[src/hdl/tam_pkg.sv]
// tam_pkg: shared constants for the threshold alert monitor.
// Function codes, register indexes, buzzer modes and field widths.
// No dependencies; used by threshold_alert_monitor_core.
`timescale 1ns / 1ps

package tam_pkg;

  // Field widths
  localparam int unsigned FuncW     = 2;
  localparam int unsigned SampleW   = 32;
  localparam int unsigned LimitW    = 16;
  localparam int unsigned ScreenW   = 8;
  localparam int unsigned ZoneCodeW = 4;
  localparam int unsigned TimeW     = 32;
  localparam int unsigned PolicyW   = 2;
  localparam int unsigned CoolW     = 16;
  localparam int unsigned CfgIdxW   = 3;
  localparam int unsigned CfgDataW  = 16;

  // Zone flags: one bit per zone, at most the mask width
  localparam int unsigned ZoneCount = 8;
  localparam int unsigned ZoneMaskW = 8;

  // Flash phase toggles after this many milliseconds
  localparam logic [TimeW-1:0] PhasePeriodMs = TimeW'(1000);

  // Cooldown in milliseconds: 65535 s * 1000 fits in 26 bits
  localparam int unsigned MsPerSec   = 1000;
  localparam int unsigned CoolMsW    = 26;

  // Item function codes
  localparam logic [FuncW-1:0] FuncSlotCheck  = 2'd0;
  localparam logic [FuncW-1:0] FuncCycleBegin = 2'd1;
  localparam logic [FuncW-1:0] FuncCycleEnd   = 2'd2;

  // Configuration register indexes
  localparam logic [CfgIdxW-1:0] CfgBuzzerPolicy = 3'd0;
  localparam logic [CfgIdxW-1:0] CfgCooldownSec  = 3'd1;
  localparam logic [CfgIdxW-1:0] CfgAudioReady   = 3'd2;
  localparam logic [CfgIdxW-1:0] CfgThreshOff    = 3'd3;
  localparam logic [CfgIdxW-1:0] CfgFullZone     = 3'd4;

  // Buzzer modes
  localparam logic [PolicyW-1:0] BuzzOff        = 2'd0;
  localparam logic [PolicyW-1:0] BuzzAnyScreen  = 2'd1;
  localparam logic [PolicyW-1:0] BuzzShownOnly  = 2'd2;

  // Register reset values
  localparam logic [PolicyW-1:0]        RstBuzzerPolicy = BuzzAnyScreen;
  localparam logic [CoolMsW-1:0]        RstCooldownMs   = CoolMsW'(60 * MsPerSec);
  localparam logic signed [LimitW-1:0]  RstThreshOff    = 16'sh8000;
  localparam logic [ZoneCodeW-1:0]      RstFullZone     = 4'd15;

endpackage

[src/hdl/threshold_alert_monitor_core.sv]
// threshold_alert_monitor_core: alarm monitor over display update cycles.
// Input register, single-pass decision logic, result register.
// Depends on tam_pkg.
//
// Channel   Direction  Handshake                 Payload
// in        receive    in_valid_i / in_stall_o   func_i .. now_ms_i
// out       send       out_valid_o / out_stall_i alarm_hit_o .. remote_alarm_on_o
// cfg       receive    cfg_valid_i / cfg_ready_o cfg_index_i, cfg_data_i
//
// One transaction per clock sustained while out_stall_i is low; an item passes the input register,
// then the result register, with all state updated as it leaves the input register.
// Reset (rst_ni low, asynchronous) clears all state and loads register defaults.
// out_stall_i holds the result register; the input register then fills and
// in_stall_o rises only while both registers are occupied.
// cfg_ready_o is always high; writes to unused indexes are dropped.
`timescale 1ns / 1ps

module threshold_alert_monitor_core (
  input  logic                                 clk_i,
  input  logic                                 rst_ni,
  // input transactions
  input  logic                                 in_valid_i,
  output logic                                 in_stall_o,
  input  logic [tam_pkg::FuncW-1:0]            func_i,
  input  logic signed [tam_pkg::SampleW-1:0]   sample_value_i,
  input  logic signed [tam_pkg::LimitW-1:0]    low_limit_i,
  input  logic signed [tam_pkg::LimitW-1:0]    high_limit_i,
  input  logic                                 flash_enable_i,
  input  logic                                 buzzer_enable_i,
  input  logic [tam_pkg::ScreenW-1:0]          slot_screen_i,
  input  logic [tam_pkg::ScreenW-1:0]          shown_screen_i,
  input  logic [tam_pkg::ZoneCodeW-1:0]        zone_code_i,
  input  logic [tam_pkg::TimeW-1:0]            now_ms_i,
  // result transactions
  output logic                                 out_valid_o,
  input  logic                                 out_stall_i,
  output logic                                 alarm_hit_o,
  output logic                                 beep_request_o,
  output logic                                 full_flash_start_o,
  output logic                                 full_flash_stop_o,
  output logic [tam_pkg::ZoneMaskW-1:0]        zone_flash_mask_o,
  output logic                                 remote_alarm_on_o,
  // configuration writes
  input  logic                                 cfg_valid_i,
  output logic                                 cfg_ready_o,
  input  logic [tam_pkg::CfgIdxW-1:0]          cfg_index_i,
  input  logic [tam_pkg::CfgDataW-1:0]         cfg_data_i
);

  // ---------------------------------------------------------------
  // Configuration registers
  // ---------------------------------------------------------------
  logic [tam_pkg::PolicyW-1:0]       buzzer_policy_q;
  logic [tam_pkg::CoolMsW-1:0]       cooldown_ms_q;
  logic                              audio_ready_q;
  logic signed [tam_pkg::LimitW-1:0] thresh_off_q;
  logic [tam_pkg::ZoneCodeW-1:0]     full_zone_q;
  logic                              cfg_we;

  assign cfg_ready_o = 1'b1;
  assign cfg_we      = cfg_valid_i & cfg_ready_o;

  // Cooldown is kept in milliseconds so the item path has only a compare
  always_ff @(posedge clk_i or negedge rst_ni) begin
    if (!rst_ni) begin
      buzzer_policy_q <= tam_pkg::RstBuzzerPolicy;
      cooldown_ms_q   <= tam_pkg::RstCooldownMs;
      audio_ready_q   <= 1'b0;
      thresh_off_q    <= tam_pkg::RstThreshOff;
      full_zone_q     <= tam_pkg::RstFullZone;
    end else if (cfg_we) begin
      case (cfg_index_i)
        tam_pkg::CfgBuzzerPolicy: buzzer_policy_q <= cfg_data_i[tam_pkg::PolicyW-1:0];
        tam_pkg::CfgCooldownSec: begin
          cooldown_ms_q <= tam_pkg::CoolMsW'(cfg_data_i) *
                           tam_pkg::CoolMsW'(tam_pkg::MsPerSec);
        end
        tam_pkg::CfgAudioReady:   audio_ready_q <= cfg_data_i[0];
        tam_pkg::CfgThreshOff:    thresh_off_q  <= cfg_data_i;
        tam_pkg::CfgFullZone:     full_zone_q   <= cfg_data_i[tam_pkg::ZoneCodeW-1:0];
        default: ;
      endcase
    end
  end

  // ---------------------------------------------------------------
  // Input register
  // ---------------------------------------------------------------
  logic                               s1_valid_q;
  logic [tam_pkg::FuncW-1:0]          s1_func_q;
  logic signed [tam_pkg::SampleW-1:0] s1_sample_q;
  logic signed [tam_pkg::LimitW-1:0]  s1_low_q;
  logic signed [tam_pkg::LimitW-1:0]  s1_high_q;
  logic                               s1_flash_en_q;
  logic                               s1_buzz_en_q;
  logic [tam_pkg::ScreenW-1:0]        s1_slot_q;
  logic [tam_pkg::ScreenW-1:0]        s1_shown_q;
  logic [tam_pkg::ZoneCodeW-1:0]      s1_zone_q;
  logic [tam_pkg::TimeW-1:0]          s1_now_q;
  logic                               out_valid_q;
  logic                               s1_adv;
  logic                               in_acc;

  // Item leaves the input register when the result register is free or draining
  assign s1_adv     = s1_valid_q & (~out_valid_q | ~out_stall_i);
  assign in_stall_o = s1_valid_q & ~s1_adv;
  assign in_acc     = in_valid_i & ~in_stall_o;

  always_ff @(posedge clk_i or negedge rst_ni) begin
    if (!rst_ni) begin
      s1_valid_q <= 1'b0;
    end else begin
      s1_valid_q <= in_acc | (s1_valid_q & ~s1_adv);
    end
  end

  always_ff @(posedge clk_i) begin
    if (in_acc) begin
      s1_func_q     <= func_i;
      s1_sample_q   <= sample_value_i;
      s1_low_q      <= low_limit_i;
      s1_high_q     <= high_limit_i;
      s1_flash_en_q <= flash_enable_i;
      s1_buzz_en_q  <= buzzer_enable_i;
      s1_slot_q     <= slot_screen_i;
      s1_shown_q    <= shown_screen_i;
      s1_zone_q     <= zone_code_i;
      s1_now_q      <= now_ms_i;
    end
  end

  // ---------------------------------------------------------------
  // Monitor state
  // ---------------------------------------------------------------
  logic [tam_pkg::TimeW-1:0]     last_beep_q, last_beep_d;
  logic                          full_run_q, full_run_d;
  logic                          any_alarm_q, any_alarm_d;
  logic                          cycle_open_q, cycle_open_d;
  logic [tam_pkg::ZoneMaskW-1:0] zone_flags_q, zone_flags_d;
  logic                          phase_q, phase_d;
  logic [tam_pkg::TimeW-1:0]     phase_timer_q, phase_timer_d;
  logic                          remote_q, remote_d;

  // Decision results
  logic hit, beep, fstart, fstop;

  // ---------------------------------------------------------------
  // Single-pass decision logic
  // ---------------------------------------------------------------
  always_comb begin
    logic                               lo_on;
    logic                               hi_on;
    logic signed [tam_pkg::SampleW-1:0] lo_ext;
    logic signed [tam_pkg::SampleW-1:0] hi_ext;
    logic                               alarm;
    logic                               same;
    logic                               want;
    logic                               cool_ok;
    logic [tam_pkg::TimeW-1:0]          beep_age;
    logic [tam_pkg::TimeW-1:0]          phase_age;

    last_beep_d   = last_beep_q;
    full_run_d    = full_run_q;
    any_alarm_d   = any_alarm_q;
    cycle_open_d  = cycle_open_q;
    zone_flags_d  = zone_flags_q;
    phase_d       = phase_q;
    phase_timer_d = phase_timer_q;
    remote_d      = remote_q;
    hit           = 1'b0;
    beep          = 1'b0;
    fstart        = 1'b0;
    fstop         = 1'b0;

    // threshold compares, each disabled by the off code
    lo_on  = (s1_low_q != thresh_off_q);
    hi_on  = (s1_high_q != thresh_off_q);
    lo_ext = tam_pkg::SampleW'(s1_low_q);
    hi_ext = tam_pkg::SampleW'(s1_high_q);
    alarm  = (lo_on & (s1_sample_q <= lo_ext)) | (hi_on & (s1_sample_q >= hi_ext));
    same   = (s1_slot_q == s1_shown_q);

    // buzzer mode and cooldown window (modulo 2^32 age)
    case (buzzer_policy_q)
      tam_pkg::BuzzAnyScreen: want = s1_buzz_en_q;
      tam_pkg::BuzzShownOnly: want = s1_buzz_en_q & same;
      default:                want = 1'b0;
    endcase
    beep_age  = s1_now_q - last_beep_q;
    cool_ok   = (cooldown_ms_q == '0) || (beep_age >= tam_pkg::TimeW'(cooldown_ms_q));
    phase_age = s1_now_q - phase_timer_q;

    case (s1_func_q)
      tam_pkg::FuncSlotCheck: begin
        if (alarm) begin
          hit = 1'b1;
          if (s1_flash_en_q && same) begin
            if (s1_zone_q == full_zone_q) begin
              if (!full_run_q) begin
                full_run_d = 1'b1;
                fstart     = 1'b1;
              end
            end else if (s1_zone_q < tam_pkg::ZoneCodeW'(tam_pkg::ZoneCount)) begin
              zone_flags_d[s1_zone_q[$clog2(tam_pkg::ZoneMaskW)-1:0]] = 1'b1;
            end
            any_alarm_d = 1'b1;
          end else if (!same) begin
            remote_d = 1'b1;
          end
          if (want && cool_ok) begin
            last_beep_d = s1_now_q;
            beep        = audio_ready_q;
          end
        end
      end
      tam_pkg::FuncCycleBegin: begin
        any_alarm_d  = 1'b0;
        cycle_open_d = 1'b1;
        remote_d     = 1'b0;
        zone_flags_d = '0;
        if (phase_age >= tam_pkg::PhasePeriodMs) begin
          phase_timer_d = s1_now_q;
          phase_d       = ~phase_q;
        end
      end
      tam_pkg::FuncCycleEnd: begin
        if (cycle_open_q && !any_alarm_q && full_run_q) begin
          full_run_d = 1'b0;
          fstop      = 1'b1;
        end
        cycle_open_d = 1'b0;
      end
      default: ;
    endcase
  end

  // State commits as the item moves to the result register
  always_ff @(posedge clk_i or negedge rst_ni) begin
    if (!rst_ni) begin
      last_beep_q   <= '0;
      full_run_q    <= 1'b0;
      any_alarm_q   <= 1'b0;
      cycle_open_q  <= 1'b0;
      zone_flags_q  <= '0;
      phase_q       <= 1'b0;
      phase_timer_q <= '0;
      remote_q      <= 1'b0;
    end else if (s1_adv) begin
      last_beep_q   <= last_beep_d;
      full_run_q    <= full_run_d;
      any_alarm_q   <= any_alarm_d;
      cycle_open_q  <= cycle_open_d;
      zone_flags_q  <= zone_flags_d;
      phase_q       <= phase_d;
      phase_timer_q <= phase_timer_d;
      remote_q      <= remote_d;
    end
  end

  // ---------------------------------------------------------------
  // Result register
  // ---------------------------------------------------------------
  logic                          res_hit_q;
  logic                          res_beep_q;
  logic                          res_start_q;
  logic                          res_stop_q;
  logic [tam_pkg::ZoneMaskW-1:0] res_mask_q;
  logic                          res_remote_q;

  always_ff @(posedge clk_i or negedge rst_ni) begin
    if (!rst_ni) begin
      out_valid_q <= 1'b0;
    end else if (s1_adv) begin
      out_valid_q <= 1'b1;
    end else if (!out_stall_i) begin
      out_valid_q <= 1'b0;
    end
  end

  always_ff @(posedge clk_i) begin
    if (s1_adv) begin
      res_hit_q    <= hit;
      res_beep_q   <= beep;
      res_start_q  <= fstart;
      res_stop_q   <= fstop;
      res_mask_q   <= phase_d ? zone_flags_d : '0;
      res_remote_q <= remote_d & phase_d;
    end
  end

  assign out_valid_o        = out_valid_q;
  assign alarm_hit_o        = res_hit_q;
  assign beep_request_o     = res_beep_q;
  assign full_flash_start_o = res_start_q;
  assign full_flash_stop_o  = res_stop_q;
  assign zone_flash_mask_o  = res_mask_q;
  assign remote_alarm_on_o  = res_remote_q;

  // ---------------------------------------------------------------
  // Assertions
  // ---------------------------------------------------------------
  // a beep or a flash start only comes from a slot check that hit
  assert property (@(posedge clk_i) disable iff (!rst_ni)
    out_valid_o && (beep_request_o || full_flash_start_o) |-> alarm_hit_o)
    else $error("beep or flash start without alarm hit");

  // a cycle end never reports a hit, so start and stop are exclusive
  assert property (@(posedge clk_i) disable iff (!rst_ni)
    out_valid_o |-> !(full_flash_start_o && full_flash_stop_o))
    else $error("flash start and stop in one result");

  // input side only stalls while both registers hold items
  assert property (@(posedge clk_i) disable iff (!rst_ni)
    in_stall_o |-> (s1_valid_q && out_valid_q && out_stall_i))
    else $error("input stalled with room in the pipeline");

  // a start pulse leaves the full flash running
  assert property (@(posedge clk_i) disable iff (!rst_ni)
    s1_adv && fstart |=> full_run_q)
    else $error("full flash not running after start");

  // mask only shows while the flash phase is on
  assert property (@(posedge clk_i) disable iff (!rst_ni)
    $past(s1_adv) && !phase_q |-> res_mask_q == '0 && !res_remote_q)
    else $error("flash outputs set during off phase");

endmodule
[config.mk]
export PLATFORM = sky130hd
export DESIGN_NAME = threshold_alert_monitor_core
export DESIGN_NICKNAME = d
export VERILOG_FILES = /design/src/hdl/tam_pkg.sv /design/src/hdl/threshold_alert_monitor_core.sv
export SDC_FILE = /design/constraint.sdc
export NUM_CORES = 1
export LEC_CHECK = 0
export ABC_AREA = 1
export BUFFER_PORTS_ARGS = -buffer_cell sky130_fd_sc_hd__buf_2
export CAP_MARGIN = 40
export CORE_MARGIN = 5
export CORE_UTILIZATION = 45
export DETAILED_ROUTE_END_ITERATION = 16
export SYNTH_ARGS = -nofsm -noshare
export SYNTH_HDL_FRONTEND = slang
export SYNTH_SLANG_ARGS = --single-unit
[constraint.sdc]
create_clock -name clk_i -period 9.2 [get_ports clk_i]
set_input_delay 0.46 -clock clk_i [delete_from_list [all_inputs] [get_ports clk_i]]
set_output_delay 0.46 -clock clk_i [all_outputs]
set_load 0.005 [all_outputs]
==> impl_metrics.sql <==
INSERT INTO impl_metrics (metric_group, metric, value, unit) VALUES
('sta', 'slew_margin_rel', '41.2', '%'),
('cts', 'tritoncts_clock_tree', 'yes', ''),
('synthesis', 'synth_seq_cells', '258', ''),
('cts', 'cts.path.max_buffers', '3', ''),
('critical_path', 'buf_inv_stages_crit_path', '4', ''),
('power', 'vdd_ir_drop_max', '0.175', 'mV'),
('critical_path', 'worst_setup_path_start_kind', 'register', ''),
('cells_and_area', 'final_area', '0.0222', 'sq mm'),
('power', 'p_leak', '11.2', 'nW'),
('sta', 'setup_tns', '0', 'ns'),
('synthesis', 'ys_top_cells_by_area', 'edfxtp_1 (21%), dfrtp_1 (14%), ha_1 (13%)', ''),
('grt', 'grt-ovfl-total', '0', ''),
('cells_and_area', 'fillers', '4116', ''),
('grt', 'gr-usage-all-layers', '19.6', '%'),
('cells_and_area', 'area_growth', '14.3', '%'),
('critical_path', 'timing.critical_path.mode_cell', 'nand2_1', ''),
('sta', 'timing_max_transition_violations_final', '0', ''),
('min_path', 'hold_depth', '1', ''),
('route', 'detail_route.iter0.violations', '736', ''),
('floorplan', 'area_inside_the_core_boundary', '0.0429', 'sq mm'),
('grt', 'grt_max_degree', '72', ''),
('synthesis', 'yosys_most_used_dff', 'edfxtp_1', ''),
('placement', 'place_worst_setup_slack', '4.57', 'ns'),
('route', 'drt_drc_violations_left', '0', ''),
('critical_path', 'timing_worst_setup_path_type', 'reg -> reg', ''),
('cts', 'tritoncts.num_buffers', '31', ''),
('sta', 'min_period', '4.35', 'ns'),
('cells_and_area', 'post_route_cells_drive_above_1_share', '12.4', '%'),
('synthesis', 'netlist_area', '0.0194', 'sq mm'),
('cts', 'htree_num_levels', '1', ''),
('cells_and_area', 'n_antenna_cell', '0', ''),
('floorplan', 'row_cnt', '76', ''),
('placement', 'placed_cell_area', '0.0209', 'sq mm'),
('placement', 'place_congestion', '0.897', ''),
('sta', 'hold_violations', '0', ''),
('synthesis', 'count_of_flip_flops_with_a_built_in_enable_after_synthesis', '133', ''),
('sta', 'max_slew.worst_pin.slew', '0.883', 'ns'),
('synthesis', 'synth_fp_nets', '2795', ''),
('power', 'pwr_density_cell', '222', 'mW/mm^2'),
('synthesis', 'synth_cell_type_count', '48', ''),
('critical_path', 'critical_path_cell_count', '24', ''),
('route', 'dr.pass1.iters', '5', ''),
('flow_run', 'timing.max_cap.violations', '0', ''),
('min_path', 'worstHoldPathType', 'in -> reg', ''),
('critical_path', 'timing.critical_path.to_type', 'register', ''),
('cts', 'cts.reportedPaths.clkPinSlew', '0.06', 'ns'),
('critical_path', 'worst_path_dominant_cell_family', 'simple AND/OR/NAND/NOR gates', ''),
('sta', 'fmaxAchievable', '230', 'MHz'),
('synthesis', 'synth_most_common_cell', 'nand2_1', ''),
('floorplan', 'die_width', '218', 'um'),
('synthesis', 'synth_largest_type_area_fraction', '20.6', '%'),
('floorplan', 'die_y', '218', 'um'),
('critical_path', 'critPathArrivalTime', '4.86', 'ns'),
('sta', 'worst_clock_skew', '0.0307', 'ns'),
('cts', 'clk_root_buffer_cell', 'clkbuf_16', ''),
('sta', 'post-route-period-util', '47.3', '%'),
('route', 'post_drt_wl_per_cell', '14.4', 'um'),
('route', 'dr_total_vias', '15368', ''),
('grt', 'number_of_antenna_violations_at_the_first_check_in_global_routing', '0', ''),
('route', 'vias_per_cell', '4.81', ''),
('sta', 'finalWorstSetupSlack', '4.85', 'ns'),
('synthesis', 'synth.yosys.warnings', '0', ''),
('synthesis', 'avgSynthCellArea', '8.13', 'sq um'),
('grt', 'first_pass_grt_wire_length', '76600', 'um'),
('sta', 'report.final.setup_viol', '0', ''),
('placement', 'post-dp-hpwl', '37300', 'um'),
('cells_and_area', 'layout.nets', '2993', ''),
('outcome', 'result_of_the_run', 'complete, no violations', ''),
('placement', 'numPortBuffers', '158', ''),
('grt', 'grt_pass1_vias', '15675', ''),
('critical_path', 'path_cells', 'ha_1 -> nand2_1 -> inv_1 -> a21oi_1 -> nor2_1 -> nor2_1 -> nand2_1 -> a31oi_1 -> inv_1 -> a21oi_1 -> xnor2_1 -> ha_1 -> a21oi_1 -> nand2_1 -> inv_1 -> nand3_1 -> nor2_1 -> nand3_1 -> nor2_2 -> nor2_4 -> buf_4 -> nand2_2 -> nand2_1 -> nand2_1', '');
[logic make-up (layout without fill, tap and decap cells)]
family          Yosys count  in the layout  share of synthesized area (%)
buf+inv                 451            674                           9.25
mux                       6              6                          0.348
flops                   258            258                           36.8
simple gates           1067           1067                           23.1
compound gates          265            265                           7.94
fa+ha+maj               263            263                           19.1
xor+xnor                 77             77                           3.47
other cells               1              1                         0.0193
[what timing repair did]
action / CTS / global route
resized for setup: 0 / 0
setup endpoints to repair: 0 / 0
endpoints found under the hold margin: 77 / 0
hold buffers: 24 / 0
[stage by stage]
step                hold WS, ns  utilization (%)  total power, W  instances
global placement          0.453             48.5         0.00362       3111
finish                   0.0413             51.7         0.00492       3196
floorplan                 0.164                -         0.00314       2388
global route            0.00106             51.7         0.00537       3196
detailed placement        0.459             48.7         0.00367       3114
CTS                   0.0000681             51.7         0.00498       3196
[routing by layer]
layer	wire (um)	part of all wire [%]	global-route usage [%]	up-vias
met1	21300	46	25.8	7045
met3	1480	3.2	2.46	57
met2	22400	48	34.8	216
met5	0	0	0	-
li1	-	-	-	8050
met4	1000	2.2	4.40	0
[power breakdown]
group	internal [W]	total (W)	switching (W)
Combinational	0.000847	0.00214	0.00129
Sequential	0.00140	0.00152	0.000116
Clock	0.000756	0.00127	0.000512
[worst paths after layout]
kind,startpoint,end,slack (ns)
worst min-delay path,sample_value_i[27],s1_sample_q[27],0.04
min in group asynchronous,rst_ni,phase_timer_q[27],0.42
max in group asynchronous,rst_ni,thresh_off_q[15],7.76
worst max register to register,s1_now_q[7],last_beep_q[18],4.85
worst max-delay path,s1_now_q[7],last_beep_q[18],4.85
worst min register to register,last_beep_q[16],last_beep_q[16],0.47
[sequential cells by signal, indices dropped and copies added (netlist names), 8 cells and up]
| signal | cells |
|---|---|
| s1_sample_q | 32 |
| zone_flash_mask_o | 8 |
| s1_slot_q | 8 |
| cooldown_ms_q | 23 |
| last_beep_q | 32 |
| s1_shown_q | 8 |
| zone_flags_q | 8 |
| thresh_off_q | 16 |
| phase_timer_q | 32 |
| s1_low_q | 16 |
| s1_now_q | 32 |
| s1_high_q | 16 |
[worst register-to-register path, stage by stage, from the launching register on]
cell	delay, ns
edfxtp_1	0.51
ha_1	0.42
nand2_1	0.17
inv_1	0.05
a21oi_1	0.17
nor2_1	0.06
nor2_1	0.08
nand2_1	0.14
a31oi_1	0.26
inv_1	0.08
a21oi_1	0.16
xnor2_1	0.16
ha_1	0.28
a21oi_1	0.13
nand2_1	0.06
inv_1	0.06
nand3_1	0.08
nor2_1	0.11
nand3_1	0.10
nor2_2	0.16
nor2_4	0.05
buf_4	0.23
nand2_2	0.53
nand2_1	0.13
nand2_1	0.09
[layout by cell type (no fill, tap or decap), types with 5 or more instances in the layout]
cell / count
nand2_1: 683
xor2_1: 38
clkbuf_16: 31
o21ai_2: 32
dlygate4sd3_1: 24
a21oi_1: 118
buf_4: 6
nand3_1: 107
o21ai_0: 75
nor4_1: 7
o21a_1: 8
nand4_1: 34
xnor2_1: 39
inv_1: 416
or2_2: 6
and2_1: 5
nor3_1: 28
nor2_1: 140
nand2_2: 29
buf_2: 157
dfstp_2: 13
o21bai_1: 11
inv_2: 8
nand3b_1: 10
a21o_1: 8
mux2_2: 6
dfrtp_1: 112
clkbuf_1: 5
edfxtp_1: 133
ha_1: 207
fa_1: 56
[layout make-up]
| type | instances | area, sq um | area share, % |
|---|---|---|---|
| Clock inverter | 20 | 246 | 1.11 |
| Inverter | 425 | 1600 | 7.20 |
| Timing Repair Buffer | 191 | 1150 | 5.19 |
| Sequential cell | 258 | 7140 | 32.2 |
| Multi-Input combinational cell | 1679 | 10500 | 47.3 |
| Clock buffer | 38 | 822 | 3.70 |
| Tap cell | 585 | 732 | 3.30 |
(Power assumes the default switching activity.)
